==> src/design/sms_pkg.sv <==
`default_nettype none

package sms_pkg;

  // Default geometry and element width
  localparam int ROWS_DEF       = 16;
  localparam int COLS_DEF       = 16;
  localparam int DATA_WIDTH_DEF = 32;

  // Fixed field widths of the channels
  localparam int IDX_W   = 4;
  localparam int VAL_W   = 32;
  localparam int EXT_W   = 64;

  typedef enum logic {
    OP_LOAD   = 1'b0,
    OP_SEARCH = 1'b1
  } opcode_e;

endpackage

`default_nettype wire

==> src/design/sms_in_if.sv <==
`default_nettype none

interface sms_in_if;
  logic                              valid;
  logic                              ready;
  logic                              opcode;
  logic [sms_pkg::IDX_W-1:0]         load_row;
  logic [sms_pkg::IDX_W-1:0]         load_col;
  logic signed [sms_pkg::VAL_W-1:0]  element_value;
  logic signed [sms_pkg::VAL_W-1:0]  search_key;

  modport source (
    output valid, opcode, load_row, load_col, element_value, search_key,
    input  ready
  );

  modport sink (
    input  valid, opcode, load_row, load_col, element_value, search_key,
    output ready
  );
endinterface

`default_nettype wire

==> src/design/sms_out_if.sv <==
`default_nettype none

interface sms_out_if;
  logic                      valid;
  logic                      ready;
  logic                      found;
  logic [sms_pkg::IDX_W-1:0] found_row;
  logic [sms_pkg::IDX_W-1:0] found_col;

  modport source (
    output valid, found, found_row, found_col,
    input  ready
  );

  modport sink (
    input  valid, found, found_row, found_col,
    output ready
  );
endinterface

`default_nettype wire

==> src/design/sms_walker.sv <==
`default_nettype none

// Staircase walk controller: one element compared per cycle, next read
// address picked from the compare of the element that just came back.
module sms_walker #(
  parameter int ROWS       = sms_pkg::ROWS_DEF,
  parameter int COLS       = sms_pkg::COLS_DEF,
  parameter int DATA_WIDTH = sms_pkg::DATA_WIDTH_DEF
) (
  input  wire logic                         clk_i,
  input  wire logic                         rst_ni,
  sms_in_if.sink                            in_i,
  sms_out_if.source                         out_o,
  input  wire logic signed [DATA_WIDTH-1:0] key_i,
  input  wire logic        [DATA_WIDTH-1:0] rdata_i,
  output logic                              rd_en_o,
  output logic [((ROWS > 1) ? $clog2(ROWS) : 1) + ((COLS > 1) ? $clog2(COLS) : 1) - 1:0]
                                            rd_addr_o
);

  localparam int RW    = (ROWS > 1) ? $clog2(ROWS) : 1;
  localparam int CW    = (COLS > 1) ? $clog2(COLS) : 1;
  localparam int POS_W = sms_pkg::IDX_W;

  typedef enum logic {
    ST_IDLE,
    ST_WALK
  } state_e;

  state_e                        state_q, state_d;
  logic [RW-1:0]                 row_q, row_d;
  logic [CW-1:0]                 col_q, col_d;
  logic signed [DATA_WIDTH-1:0]  key_q;
  logic                          out_valid_q;
  logic                          found_q;
  logic [POS_W-1:0]              found_row_q, found_col_q;

  logic                          accept;
  logic                          start;
  logic                          slot_free;
  logic                          fin;
  logic                          hit;
  logic signed [DATA_WIDTH-1:0]  elem;
  logic                          is_eq;
  logic                          is_gt;

  assign in_i.ready = (state_q == ST_IDLE);
  assign accept     = in_i.valid && in_i.ready;
  assign start      = accept && (in_i.opcode == sms_pkg::OP_SEARCH);
  assign slot_free  = !out_valid_q || out_o.ready;

  assign elem  = signed'(rdata_i);
  assign is_eq = (elem == key_q);
  assign is_gt = (elem > key_q);

  always_comb begin
    state_d = state_q;
    row_d   = row_q;
    col_d   = col_q;
    rd_en_o = 1'b0;
    fin     = 1'b0;
    hit     = 1'b0;
    case (state_q)
      ST_IDLE: begin
        if (start) begin
          row_d   = '0;
          col_d   = CW'(COLS - 1);
          rd_en_o = 1'b1;
          state_d = ST_WALK;
        end
      end
      ST_WALK: begin
        if (is_eq) begin
          fin = 1'b1;
          hit = 1'b1;
        end else if (is_gt) begin
          if (col_q == '0) begin
            fin = 1'b1;
          end else begin
            col_d   = col_q - CW'(1);
            rd_en_o = 1'b1;
          end
        end else begin
          if (row_q == RW'(ROWS - 1)) begin
            fin = 1'b1;
          end else begin
            row_d   = row_q + RW'(1);
            rd_en_o = 1'b1;
          end
        end
        // Output slot busy: stay put, read data and key stay stable
        if (fin && slot_free) begin
          state_d = ST_IDLE;
        end
      end
      default: begin
        state_d = ST_IDLE;
      end
    endcase
  end

  assign rd_addr_o = {row_d, col_d};

  always_ff @(posedge clk_i or negedge rst_ni) begin
    if (!rst_ni) begin
      state_q     <= ST_IDLE;
      row_q       <= '0;
      col_q       <= '0;
      key_q       <= '0;
      out_valid_q <= 1'b0;
      found_q     <= 1'b0;
      found_row_q <= '0;
      found_col_q <= '0;
    end else begin
      state_q <= state_d;
      row_q   <= row_d;
      col_q   <= col_d;
      if (start) begin
        key_q <= key_i;
      end
      if (fin && slot_free) begin
        out_valid_q <= 1'b1;
        found_q     <= hit;
        found_row_q <= hit ? POS_W'(row_q) : '0;
        found_col_q <= hit ? POS_W'(col_q) : '0;
      end else if (out_o.ready) begin
        out_valid_q <= 1'b0;
      end
    end
  end

  assign out_o.valid     = out_valid_q;
  assign out_o.found     = found_q;
  assign out_o.found_row = found_row_q;
  assign out_o.found_col = found_col_q;

`ifndef SYNTHESIS
  a_pos_in_range: assert property (@(posedge clk_i) disable iff (!rst_ni)
    (state_q == ST_WALK) |-> (row_q <= RW'(ROWS - 1)) && (col_q <= CW'(COLS - 1)))
    else $error("walk position outside matrix");

  a_monotone: assert property (@(posedge clk_i) disable iff (!rst_ni)
    (state_q == ST_WALK) && $past(state_q == ST_WALK) |->
      (row_q >= $past(row_q)) && (col_q <= $past(col_q)))
    else $error("walk moved up or right");

  a_start_walk: assert property (@(posedge clk_i) disable iff (!rst_ni)
    start |=> (state_q == ST_WALK) && (row_q == '0) && (col_q == CW'(COLS - 1)))
    else $error("search did not start at top-right corner");

  a_miss_zero: assert property (@(posedge clk_i) disable iff (!rst_ni)
    out_valid_q && !found_q |-> (found_row_q == '0) && (found_col_q == '0))
    else $error("miss result carries nonzero position");
`endif

endmodule

`default_nettype wire

==> src/flat_wrapper.sv <==
// flat-port wrapper written by rule: the top's interface ports become plain ports
module sms_walker_flat 
#(
  parameter int ROWS       = sms_pkg::ROWS_DEF,
  parameter int COLS       = sms_pkg::COLS_DEF,
  parameter int DATA_WIDTH = sms_pkg::DATA_WIDTH_DEF
)
  (clk_i, rst_ni, key_i, rdata_i, rd_en_o, rd_addr_o, in_i_valid, in_i_opcode, in_i_load_row, in_i_load_col, in_i_element_value, in_i_search_key, in_i_ready, out_o_valid, out_o_found, out_o_found_row, out_o_found_col, out_o_ready);
  sms_in_if in_i_i ();
  sms_out_if out_o_i ();
  input  wire logic clk_i;
  input  wire logic rst_ni;
  input  wire logic signed [DATA_WIDTH-1:0] key_i;
  input  wire logic        [DATA_WIDTH-1:0] rdata_i;
  output logic rd_en_o;
  output logic [((ROWS > 1) ? $clog2(ROWS) : 1) + ((COLS > 1) ? $clog2(COLS) : 1) - 1:0] rd_addr_o;
  input wire logic [$bits(in_i_i.valid)-1:0] in_i_valid;
  input wire logic [$bits(in_i_i.opcode)-1:0] in_i_opcode;
  input wire logic [$bits(in_i_i.load_row)-1:0] in_i_load_row;
  input wire logic [$bits(in_i_i.load_col)-1:0] in_i_load_col;
  input wire logic [$bits(in_i_i.element_value)-1:0] in_i_element_value;
  input wire logic [$bits(in_i_i.search_key)-1:0] in_i_search_key;
  output wire logic [$bits(in_i_i.ready)-1:0] in_i_ready;
  output wire logic [$bits(out_o_i.valid)-1:0] out_o_valid;
  output wire logic [$bits(out_o_i.found)-1:0] out_o_found;
  output wire logic [$bits(out_o_i.found_row)-1:0] out_o_found_row;
  output wire logic [$bits(out_o_i.found_col)-1:0] out_o_found_col;
  input wire logic [$bits(out_o_i.ready)-1:0] out_o_ready;
  assign in_i_i.valid = in_i_valid;
  assign in_i_i.opcode = in_i_opcode;
  assign in_i_i.load_row = in_i_load_row;
  assign in_i_i.load_col = in_i_load_col;
  assign in_i_i.element_value = in_i_element_value;
  assign in_i_i.search_key = in_i_search_key;
  assign in_i_ready = in_i_i.ready;
  assign out_o_valid = out_o_i.valid;
  assign out_o_found = out_o_i.found;
  assign out_o_found_row = out_o_i.found_row;
  assign out_o_found_col = out_o_i.found_col;
  assign out_o_i.ready = out_o_ready;
  sms_walker #(.ROWS(ROWS), .COLS(COLS), .DATA_WIDTH(DATA_WIDTH)) u_core (.clk_i(clk_i), .rst_ni(rst_ni), .in_i(in_i_i), .out_o(out_o_i), .key_i(key_i), .rdata_i(rdata_i), .rd_en_o(rd_en_o), .rd_addr_o(rd_addr_o));
endmodule
==> config.mk <==
export PLATFORM = sky130hd
export DESIGN_NAME = sms_walker_flat
export DESIGN_NICKNAME = d
export VERILOG_FILES = /design/src/design/sms_pkg.sv /design/src/design/sms_in_if.sv /design/src/design/sms_out_if.sv /design/src/design/sms_walker.sv /design/src/flat_wrapper.sv
export SDC_FILE = /design/constraint.sdc
export NUM_CORES = 1
export LEC_CHECK = 0
export ABC_AREA = 1
export BUFFER_PORTS_ARGS = -buffer_cell sky130_fd_sc_hd__buf_2
export CAP_MARGIN = 10
export CORE_MARGIN = 5
export CORE_UTILIZATION = 41
export CTS_CLUSTER_DIAMETER = 50
export CTS_CLUSTER_SIZE = 14
export DETAILED_ROUTE_END_ITERATION = 16
export HOLD_SLACK_MARGIN = 0.08
export PLACE_DENSITY = 0.74
export SLEW_MARGIN = 20
export SYNTH_ARGS = -nofsm -noshare
export SYNTH_HDL_FRONTEND = slang
export SYNTH_SLANG_ARGS = --single-unit
export TNS_END_PERCENT = 100
==> constraint.sdc <==
create_clock -name clk_i -period 7.3 [get_ports clk_i]
set_clock_uncertainty 0.2 [all_clocks]
set_input_delay 1.46 -clock clk_i [delete_from_list [all_inputs] [get_ports clk_i]]
set_output_delay 1.46 -clock clk_i [all_outputs]
set_load 0.01 [all_outputs]
==> impl_results.md <==
- Hold buffer count at CTS: 0
- Sequential area share after synthesis: 41.3%
- Slowest cell on crit path: ha_1
- Sw power: 0.000552 W
- Fin crit period: 5120 ps
- Top cell by count, worst path: nand2_2
- Setup CP Type: in2out
- Worst-margin pin slew: 667 ps
- Drt drc: 0
- Ys flop type: dfrtp_1
- Max Slew Vio Count: 0
- Std-Cell Rows: 31
- Post-Synth Adder-Cell Area: 13.8%
- Vias per cell: 4.70
- Final setup violation count: 0
- Area of the mapped netlist: 0.00309 mm^2
- Total Routing Usage GR: 14.2%
- Mapped Avg Cell Area: 7.83 um^2
- First-pass GRT wire length: 11,400 um
- Cell Int Power: 0.000755 W
- Cell variety after synth: 27
- Gr ovfl total: 0
- Crit-path leading delay family: simple AND/OR/NAND/NOR gates
- Main combinational cell family by area after synthesis: simple AND/OR/NAND/NOR gates
- Placeable Area: 0.00729 mm^2
- CP Launch Type: primary input
- Clock Pin Slew Worst Setup and Hold Paths: 100 ps
- H-tree depth: 2
- Die Span Y: 96.8 um
- Vias in the first global route: 2,735
- Routed WL: 6680 um
- RSZ-0062 raised after global routing: no
- Simple-gate share of the synthesized area: 25.3%
- Leading post-synthesis cells by cell area: dfrtp_1, ha_1, nand2_1
- Critical Path RT: 5640 ps
- Longest Clk Path Bufs: 2
- Clk pwr share: 15.7%
- DRT Pass-1 Iters: 4
- Worst min path class: reg2reg
- Xor/xnor cell area share of the yosys netlist: 0%
- Setup TNS: 0 ps
- Skew-Pair Late Insertion Delay: 300 ps
- Post-Synthesis Net Count: 569
- Ys Warns: 0
- Combinational Power Share: 49.9%
- Synth Area in Compound Gates: 11.0%
- VDD IR max: 0.118 mV
- Post-route setup slack: 2180 ps
- Layout cell share with drive strength beyond 1: 25.6%
- Pwr Total: 0.00131 W
- Worst Path Max Fanout: 9
- Clock Root Buffer: clkbuf_8
- Initial antenna violation count: 0
- Maximum clock rate: 195 MHz
- Top Ports: 161
- Num CTS Buffers: 5
- Status: completed
- Crit-path max cell delay: 350 ps
- Layout Utilization: 51.6%
- Largest net degree at the start of global routing: 52
- Initial Util: 42.3%
- Area Overhead vs Synth: 21.8%
- Initial DRC count: 57
- WP data arrival: 3460 ps
- Die Width: 96.8 um
- Top cells by count, synth: nand2_1, inv_1, dfrtp_1
- Async set-reset flop share out of synthesis: 100%
- R2R setup slack: 4930 ps
- Dpl ws: 2150 ps
- Static Leakage: 2.10 nW
- Die area: 0.00936 mm^2
- Crit end category: output port
- Mapped Cells: 394
- I/O Buffers: 88
- WP buf/inv: 4
- Critical path, cell by cell: buf_2 -> ha_1 -> nand2_2 -> nor2_2 -> nand2_2 -> inv_2 -> nand3_1 -> nand2_1 -> nor2_1 -> nand2_1 -> nand2_2 -> nand3_4 -> inv_1 -> nor3_1 -> o21ai_0 -> buf_2
- Fillcell total: 749
- Total setup buffers inserted after CTS: 0
- Final Hold Viols: 0
- Switching share of total power: 42.2%
- N_diodes: 0
- Count of max-cap constraint violations: 0
- Power density cells: 348 mW/mm^2
- Mux cell area share after synthesis: 0%
- Top-count cell post-synth: nand2_1
- TritonCTS Sinks: 51
- Routed length per instance: 11.5 um
- Post-CTS sizing: 0
- Top cell type by total area after synthesis: dfrtp_1
- Seq cells post-synth: 51
- Final period utilization: 70.1%
- Area fraction of the dominant cell type after synthesis: 41.3%
- Post-DRT Antenna Nets: 0
- Nets: 658
- Routability Congestion: 0.848
- Post-detail-place hpwl: 5290 um
- Max_slew headroom: 55.5%
- CTS tree: built
- Sequential power share: 34.4%
- Post-synth EDFFs: 0
- Vias: 2,738
-- kinds of logic (layout without fill, tap and decap cells) --
logic type / after synthesis / count (layout)
buf+inv: 70 / 160
simple gates: 173 / 173
flops: 51 / 51
fa+ha+maj: 34 / 34
compound gates: 66 / 66
-- metal layers --
metal | GRT usage [%] | vias up | routed length, um
li1 | - | 1421 | -
met1 | 17.8 | 1238 | 3010
met2 | 24.0 | 70 | 3190
met3 | 4.32 | 9 | 413
met4 | 3.56 | 0 | 67
met5 | 0 | - | 0
-- power by group through the flow --
stage	clock, W	combinational, W	sequential [W]
after global placement	0	0.000635	0.000452
after detailed placement	0	0.000660	0.000456
final	0.000205	0.000652	0.000450
after floorplan	0	0.000486	0.000436
after global routing	0.000225	0.000760	0.000462
after CTS	0.000214	0.000664	0.000451
-- final timing paths --
check / start / end / cells past startpoint
max: rdata_i[31] / rd_addr_o[6] / 16
min: u_core.out_o.found_row[0] / u_core.out_o.found_row[0] / 2
max reg2reg: u_core.key_q[31] / u_core.row_q[2] / 15
min reg2reg: u_core.out_o.found_row[0] / u_core.out_o.found_row[0] / 2
max in group asynchronous: rst_ni / u_core.key_q[30] / 2
min in group asynchronous: rst_ni / u_core.key_q[6] / 2
-- through the flow --
step / hold slack (ps) / instance area (um^2) / instances
after floorplan: 246 / 3090 / 394
after global placement: 259 / 3640 / 575
after detailed placement: 264 / 3640 / 575
after CTS: 290 / 3760 / 583
after global routing: 302 / 3760 / 583
final: 284 / 3760 / 583
-- state kept, by name, summed over array words and instances, names as in the netlist --
signal and count:
u_core.col_q 4, u_core.key_q 32, u_core.out_o.found 1, u_core.out_o.found_col 4
u_core.out_o.found_row 4, u_core.out_o.valid 1, u_core.row_q 4, u_core.state_q 1
-- cell usage in the layout (no fill, tap or decap) --
master,synthesis,layout
nor2_4,1,2
nand2_8,1,1
nand2_1,109,109
bufinv_16,0,1
buf_2,1,88
or2_2,1,1
nor2_1,27,26
nand4_1,2,2
ha_1,34,34
inv_1,60,60
buf_4,0,2
nand3_4,2,2
nand3_1,10,10
inv_2,2,2
o21ai_0,44,44
nand3_2,1,1
nor2_2,1,1
a21o_1,1,1
o21ai_2,1,1
nand2_4,1,1
nand2_2,13,13
nand4_2,1,1
o211ai_1,1,1
nor3_1,3,3
clkinv_2,0,1
a21oi_1,17,17
dfrtp_1,51,51
o21ai_1,2,2
clkbuf_8,0,6
-- final cells by class --
class,count,area (um^2),area share [%]
well taps,99,124,3.29
repair buffers,90,455,12.1
inverters,62,233,6.19
clock buffers,6,82.6,2.20
clock inverters,2,35.0,0.932
multi-input cells,273,1550,41.3
flip-flops and latches,51,1280,33.9
-- worst min-delay path, cell delays in order, from the launching register on --
cell	delay, ps
dfrtp_1	360
nand2_2	50
nand2_1	40
Power figures use the tool's default switching activity.
